===== config.mk =====
export PLATFORM = sky130hd
export DESIGN_NAME = cbfd_front_flat
export DESIGN_NICKNAME = d
export VERILOG_FILES = /design/src/sv/cbfd_pkg.sv /design/src/sv/cbfd_if.sv /design/src/sv/cbfd_front.sv /design/src/flat_wrapper.sv
export SDC_FILE = /design/constraint.sdc
export NUM_CORES = 1
export LEC_CHECK = 0
export ABC_AREA = 1
export ABC_CLOCK_PERIOD_IN_PS = 14550
export BUFFER_PORTS_ARGS = -buffer_cell sky130_fd_sc_hd__buf_4
export CAP_MARGIN = 10
export CORE_MARGIN = 5
export CORE_UTILIZATION = 50
export DETAILED_ROUTE_END_ITERATION = 7
export PLACE_DENSITY = 0.76
export SYNTH_ARGS = -nofsm -noshare
export SYNTH_HDL_FRONTEND = slang
export SYNTH_SLANG_ARGS = --single-unit
export TNS_END_PERCENT = 10

===== constraint.sdc =====
create_clock -name clk -period 14.55 [get_ports clk]
set_input_delay 2.1825 -clock clk [delete_from_list [all_inputs] [get_ports clk]]
set_output_delay 2.1825 -clock clk [all_outputs]
set_load 0.01 [all_outputs]

===== src/sv/cbfd_pkg.sv =====
// ----------------------------------------------------------------------------
// cbfd_pkg
// Shared types, codes and constants of the cubic Bezier flattener.
// ----------------------------------------------------------------------------
package cbfd_pkg;

  localparam int CW                  = 24;
  localparam int ACC_W               = 64;
  localparam int STEP_W              = 11;
  localparam int LEFT_W              = 12;
  localparam int N3_W                = 34;
  localparam int SCALE_W             = 16;
  localparam int LEN_W               = 27;
  localparam int SQ_W                = 50;
  localparam int ROOT_ITER           = 25;
  localparam int DIV_W               = 60;
  localparam int HW_STEP_CAP         = 2047;
  localparam int MIN_STEPS           = 4;
  localparam int MAX_STEPS_DEF       = 1024;
  localparam int COORD_FRAC_BITS_DEF = 8;

  localparam logic [SCALE_W-1:0] SCALE_RST = 16'd256;

  localparam logic [1:0] ACT_LOAD   = 2'd0;
  localparam logic [1:0] ACT_REWIND = 2'd1;
  localparam logic [1:0] ACT_FETCH  = 2'd2;

  localparam logic [1:0] CMD_STOP = 2'd0;
  localparam logic [1:0] CMD_MOVE = 2'd1;
  localparam logic [1:0] CMD_LINE = 2'd2;

  typedef enum logic [1:0] {
    OP_LOAD   = 2'd0,
    OP_REWIND = 2'd1,
    OP_FETCH  = 2'd2
  } op_t;

  typedef logic [3:0][1:0][CW-1:0] pts_t;

  typedef struct packed {
    op_t  op;
    pts_t pt;
  } item_t;

endpackage


===== src/sv/cbfd_if.sv =====
// ----------------------------------------------------------------------------
// cbfd channel interfaces
// Input, result and configuration channels, valid/ready handshake.
// ----------------------------------------------------------------------------
interface cbfd_in_if;
  logic                          valid;
  logic                          ready;
  logic [1:0]                    action;
  logic signed [cbfd_pkg::CW-1:0] p0_x;
  logic signed [cbfd_pkg::CW-1:0] p0_y;
  logic signed [cbfd_pkg::CW-1:0] p1_x;
  logic signed [cbfd_pkg::CW-1:0] p1_y;
  logic signed [cbfd_pkg::CW-1:0] p2_x;
  logic signed [cbfd_pkg::CW-1:0] p2_y;
  logic signed [cbfd_pkg::CW-1:0] p3_x;
  logic signed [cbfd_pkg::CW-1:0] p3_y;
  modport source (output valid, action, p0_x, p0_y, p1_x, p1_y, p2_x, p2_y, p3_x, p3_y,
                  input ready);
  modport sink (input valid, action, p0_x, p0_y, p1_x, p1_y, p2_x, p2_y, p3_x, p3_y,
                output ready);
endinterface



===== src/sv/cbfd_front.sv =====
// ----------------------------------------------------------------------------
// cbfd_front
// Accepts input transfers, drops unknown actions, queues the rest (2 deep).
// ----------------------------------------------------------------------------
module cbfd_front (
  input  logic            clk,
  input  logic            rst_n,
  cbfd_in_if.sink         in_ch,
  input  logic            q_pop,
  output logic            q_valid,
  output cbfd_pkg::item_t q_item
);

  cbfd_pkg::item_t ent_r [2];
  cbfd_pkg::item_t new_item;
  logic            wp_r, wp_nxt, rp_r, rp_nxt;
  logic [1:0]      cnt_r, cnt_nxt;
  logic            known, push;

  always_comb begin
    known       = 1'b1;
    new_item.op = cbfd_pkg::OP_FETCH;
    case (in_ch.action)
      cbfd_pkg::ACT_LOAD:   new_item.op = cbfd_pkg::OP_LOAD;
      cbfd_pkg::ACT_REWIND: new_item.op = cbfd_pkg::OP_REWIND;
      cbfd_pkg::ACT_FETCH:  new_item.op = cbfd_pkg::OP_FETCH;
      default:              known = 1'b0;
    endcase
    new_item.pt[0][0] = in_ch.p0_x;
    new_item.pt[0][1] = in_ch.p0_y;
    new_item.pt[1][0] = in_ch.p1_x;
    new_item.pt[1][1] = in_ch.p1_y;
    new_item.pt[2][0] = in_ch.p2_x;
    new_item.pt[2][1] = in_ch.p2_y;
    new_item.pt[3][0] = in_ch.p3_x;
    new_item.pt[3][1] = in_ch.p3_y;
  end

  assign in_ch.ready = (cnt_r != 2'd2);
  assign push        = in_ch.valid && in_ch.ready && known;
  assign q_valid     = (cnt_r != 2'd0);
  assign q_item      = ent_r[rp_r];

  always_comb begin
    wp_nxt  = push ? ~wp_r : wp_r;
    rp_nxt  = q_pop ? ~rp_r : rp_r;
    cnt_nxt = cnt_r + {1'b0, push} - {1'b0, q_pop};
  end

  always_ff @(posedge clk) begin
    if (!rst_n) begin
      wp_r  <= 1'b0;
      rp_r  <= 1'b0;
      cnt_r <= 2'd0;
    end else begin
      wp_r  <= wp_nxt;
      rp_r  <= rp_nxt;
      cnt_r <= cnt_nxt;
    end
  end

  always_ff @(posedge clk) begin
    if (push) begin
      ent_r[wp_r] <= new_item;
    end
  end

endmodule


===== src/flat_wrapper.sv =====
// flat-port wrapper written by rule: the top's interface ports become plain ports
module cbfd_front_flat 
  (clk, rst_n, q_pop, q_valid, q_item, in_ch_valid, in_ch_action, in_ch_p0_x, in_ch_p0_y, in_ch_p1_x, in_ch_p1_y, in_ch_p2_x, in_ch_p2_y, in_ch_p3_x, in_ch_p3_y, in_ch_ready);
  cbfd_in_if in_ch_i ();
  input  logic clk;
  input  logic rst_n;
  input  logic q_pop;
  output logic q_valid;
  output cbfd_pkg::item_t q_item;
  input wire logic [$bits(in_ch_i.valid)-1:0] in_ch_valid;
  input wire logic [$bits(in_ch_i.action)-1:0] in_ch_action;
  input wire logic [$bits(in_ch_i.p0_x)-1:0] in_ch_p0_x;
  input wire logic [$bits(in_ch_i.p0_y)-1:0] in_ch_p0_y;
  input wire logic [$bits(in_ch_i.p1_x)-1:0] in_ch_p1_x;
  input wire logic [$bits(in_ch_i.p1_y)-1:0] in_ch_p1_y;
  input wire logic [$bits(in_ch_i.p2_x)-1:0] in_ch_p2_x;
  input wire logic [$bits(in_ch_i.p2_y)-1:0] in_ch_p2_y;
  input wire logic [$bits(in_ch_i.p3_x)-1:0] in_ch_p3_x;
  input wire logic [$bits(in_ch_i.p3_y)-1:0] in_ch_p3_y;
  output wire logic [$bits(in_ch_i.ready)-1:0] in_ch_ready;
  assign in_ch_i.valid = in_ch_valid;
  assign in_ch_i.action = in_ch_action;
  assign in_ch_i.p0_x = in_ch_p0_x;
  assign in_ch_i.p0_y = in_ch_p0_y;
  assign in_ch_i.p1_x = in_ch_p1_x;
  assign in_ch_i.p1_y = in_ch_p1_y;
  assign in_ch_i.p2_x = in_ch_p2_x;
  assign in_ch_i.p2_y = in_ch_p2_y;
  assign in_ch_i.p3_x = in_ch_p3_x;
  assign in_ch_i.p3_y = in_ch_p3_y;
  assign in_ch_ready = in_ch_i.ready;
  cbfd_front u_core (.clk(clk), .rst_n(rst_n), .in_ch(in_ch_i), .q_pop(q_pop), .q_valid(q_valid), .q_item(q_item));
endmodule

# Word-level counts from Yosys, hierarchy flattened
# Memory sizes are Yosys's and may differ from the RTL's. A register that Yosys moved wholly into a read port is not among the register bits.
# Index checks and enable logic that the tools add are counted.
# Widths: inputs -> output; s select.
[op_classes]
add_sub_neg = 2
n_shift = 0
n_lt_le_gt_ge = 0
n_mux = 6
bitwise = 2
n_reduce_logical = 5
div = 0
n_eq_ne = 3
n_mul = 0
[ops]
columns = ["op", "count"]
rows = [
  ["$mux 1", 5],
  ["$pmux 2 s2", 1],
  ["$reduce_or 3->1", 1],
  ["$add 2x1->2", 1],
  ["$eq 2x1->1 const B", 1],
  ["$eq 2x2->1 const B", 1],
  ["$logic_and 1x1->1", 2],
  ["$logic_not 2->1", 1],
  ["$ne 2x2->1 const B", 1],
  ["$not 1->1", 2],
  ["$reduce_bool 2->1", 1],
  ["$sub 2x1->2", 1],
]
[word_totals]
wordCells = 22
latch_bits = 0
out_inout_bits = 196
mem_bits_rw = 388
rom_bits = 0
regBits = 4
inputBits = 198
mem_count = 1
[memory_table]
columns = ["memory", "words", "width", "read_ports", "rd_clocked_by_memory_dff", "write_ports", "line", "rtl"]
rows = [
  ["u_core.ent_r", 2, 194, 1, 1, 1, "cbfd_front.sv:14", "cbfd_pkg::item_t ent_r [2];"],
]

# Depth between registers and ports, before layout
[depth]
ltp_word = 6
ltp_mapped = 9
ltp_nobuf = 9

# Worst setup path before layout
# Ideal clock, no wire load.
[synth_path]
path_type = "in2reg"
from = "in in_ch_action[0]"
to = "mem u_core.ent_r[1][0] (netlist name), enable pin"
setup_time_ns = 0.752
required_time_ns = 13.798
arrival_ns = 10.579
path_buffers = 0
path_slack_ns = 3.219
cell_stages = 5
cell_sequence = "nand2_1 -> nand2_1 -> nor2_1 -> inv_1 -> nor2_1"
[synth_between]
elab_chain_cells = 6
word_cells_on_any_way = 8
classes_between = "2 x eq/ne; 3 x mux; 3 x reduce/logical"
[synth_lines]
columns = ["item", "line", "rtl"]
rows = [
  ["start: declaration", "flat_wrapper.sv:11", "input wire logic [$bits(in_ch_i.action)-1:0] in_ch_action;"],
  ["$eq 2x1->1, or another cell as far along", "cbfd_front.sv:23", "case (in_ch.action)"],
  ["$reduce_or 3->1 (no source line) (*)", "n/a", ""],
  ["$mux 1 (*)", "cbfd_front.sv:23", ""],
  ["$logic_and 1x1->1 (*)", "cbfd_front.sv:40", "assign push = in_ch.valid && in_ch.ready && known;"],
  ["$mux 1 (*)", "cbfd_front.sv:63", "if (push) begin"],
  ["$mux 1 (implied by the code) (*)", "cbfd_front.sv:64", "ent_r[wp_r] <= new_item;"],
  ["end: declaration", "cbfd_front.sv:14", ""],
]
# Every way passes the cells marked *; elsewhere a longest branch is shown, timed or not.

==> reports/summary.txt <==
Setup CP Type: register to output port
Total track usage: 0.175
Pleak: 7.58 nW
Syn_nets: 845
Final instance area: 0.0194 mm²
Post-Layout Cell Count: 1483
Via count: 7416
TritonCTS clock tree: done
Nets: 1266
Reg clk slew, reported paths: 0.06 ns
CTS Buf Count: 40
Worst-margin pin slew: 1.06 ns
H-tree Lvls: 2
Routed Antenna Nets: 0
Drt pass-1 iters: 4
Reg2reg start: u_core.cnt_r[1]
Max-slew violation count: 0
Post-Synthesis Cells: 646
R2R depth: 7
N_diodes: 0
Ys Warns: 0
Clk_skew: 0.0203 ns
Syn Area/Cell: 23.1 µm²
Sequential fraction of the synthesis area: 0.787
Fin crit period: 5.72 ns
RSZ-0062 raised after global routing: no
Peak VDD IR: 0.109 mV
DRC viols: 0
Final worst slack: 8.83 ns
Num rows: 63
Util after Layout: 0.656
Maximum clock frequency: 175 MHz
I/O pins: 394
Setup TNS: 0 ns
Period utilization: 0.393
Synth unique cells: 16
First-pass GRT wire length: 44900 µm
CP required: 12.37 ns
WP data arrival: 3.54 ns
Pin count of the biggest net entering global routing: 75
DIE AREA: 0.0334 mm²
Vias in the first global route: 7688
Setup Buffers After CTS: 0
Post-cts repair resize count: 0
Synth top area share: 0.781
Post-DP HPWL: 21500 µm
GR Overflow Total: 0
Clock Tree Root: clkbuf_16
Slew margin rel.: 0.291
Critical-path maximum fanout: 59
Clock insertion delay at the later pin of the skew report: 0.52 ns
Die Ht: 183 µm
R2R Setup Slk: 11.38 ns
Core area: 0.0296 mm²
Final setup viols: 0
Pwr/cell area: 134 mW/mm²
Max Cap Viol: 0
Hold Path Class: register to register
Share of layout cells above drive strength 1: 0.593
Initial Utilization: 0.505
DP Area: 0.0182 mm²
Largest area contributor in the netlist: edfxtp_1
Status: finished, final reports clean
FF-to-FF End: u_core.ent_r[0][124]
Fillers: 1926
Port Buffers: 393
Mean routed wirelength per cell: 20.7 µm
GPL Wtd Cong: 0.768
Hold-fix buffers, CTS: 0
Cell Area, Synth: 0.0149 mm²
Dominant cells by area after synthesis: edfxtp_1 (78%), mux2_4 (16%), mux2_2 (2.6%), buf_6 (1.4%), dfxtp_1 (0.67%)
Critical Path Start Type: register
Area grow syn2layout: 29.8%
Dpl ws: 9.33 ns
Final WL: 30700 µm
CTS sink count: 393
CP Capture Type: output port
Worst setup path endpoint: q_item[109]
Initial antenna violation count: 0
Die X: 183 µm
Final hold vios: 0
CTS Buffer Depth: 3
Placed instance count: 1415
Vias/cell: 5.00
Starting DRT DRC Count: 414
Number of synthesized register bits: 393
sequential cells by signal (all words and copies together), names as in the netlist, named ones only:
name,cells
u_core.cnt_r,2
u_core.wp_r,1
u_core.ent_r,388
u_core.rp_r,1
cell type report:
cell class	instances	area (µm²)	area share
multi-input cells	221	2920	0.151
flip-flops and latches	393	11800	0.607
repair buffers	402	3020	0.156
inverters	9	33.8	0.00174
clock buffers	54	1070	0.0555
well taps	390	488	0.0252
clock inverters	14	91.3	0.00471
layer usage:
layer  part of all wire  vias up  track usage  wire length, µm
met2               0.50      339        0.292            15200
li1                   -     3390            -                -
met1               0.37     3630        0.214            11300
met5                  0        -            0                0
met4              0.032        0       0.0588              991
met3               0.11       57       0.0635             3230
cell usage in the layout (no fill, tap or decap), drive strengths merged:
cell type | netlist | routed
buf | 22 | 402
mux2 | 194 | 194
a21oi | 1 | 1
nand3 | 1 | 1
clkbuf | 1 | 54
inv | 9 | 9
edfxtp | 388 | 388
ha | 1 | 1
o21ai | 1 | 1
nand4 | 1 | 1
clkinv | 0 | 13
nor2 | 10 | 10
dfxtp | 5 | 5
bufinv | 0 | 1
nand2 | 12 | 12
worst min path at each step:
| stage | startpoint | end | slack (ns) | cells past startpoint |
|---|---|---|---|---|
| 5_1_grt | u_core.rp_r | u_core.rp_r | 0.53 | 2 |
| 3_3_place_gp | u_core.rp_r | u_core.rp_r | 0.48 | 2 |
| 2_1_floorplan | u_core.rp_r | register | 0.46 | 2 |
| 6_report | u_core.rp_r | u_core.rp_r | 0.51 | 2 |
| 4_1_cts | u_core.rp_r | register | 0.51 | 2 |
| 3_5_place_dp | u_core.rp_r | register | 0.49 | 2 |
metrics by stage:
| stage | hold slack, ns | power [mW] |
|---|---|---|
| 2_1_floorplan | 0.463 | 1.56 |
| 3_3_place_gp | 0.477 | 1.70 |
| 3_5_place_dp | 0.488 | 1.71 |
| 4_1_cts | 0.513 | 2.62 |
| 5_1_grt | 0.531 | 2.70 |
| 6_report | 0.511 | 2.60 |
logic make-up after synthesis:
family	count (synthesis)	synth area share
AO/OA/AOI/OAI	2	0.000670
adder cells (fa/ha/maj)	1	0.000838
buffers and inverters	32	0.0181
flip-flops	393	0.787
multiplexers	194	0.187
AND/OR/NAND/NOR	24	0.00629
worst max-delay path: stages (launching register included):
cell and delay [ns]:
dfxtp_4 0.73, buf_4 0.84, buf_4 0.80, mux2_4 0.36, buf_4 0.15
synth_stat cells:
library cell,number
buf_8,1
ha_1,1
nand4_1,1
mux2_2,34
nor2_1,10
edfxtp_1,388
o21ai_0,1
buf_6,18
inv_1,9
buf_2,3
nand2_1,12
nand3_1,1
mux2_4,160
a21oi_1,1
dfxtp_1,5
clkbuf_1,1
power breakdown:
part	internal, mW	total (mW)	switching (mW)
clock	0.533	0.914	0.382
sequential	1.33	1.35	0.0214
combinational	0.182	0.333	0.151
total	2.04	2.60	0.554
Note: power is estimated with default switching activity, not from simulation.
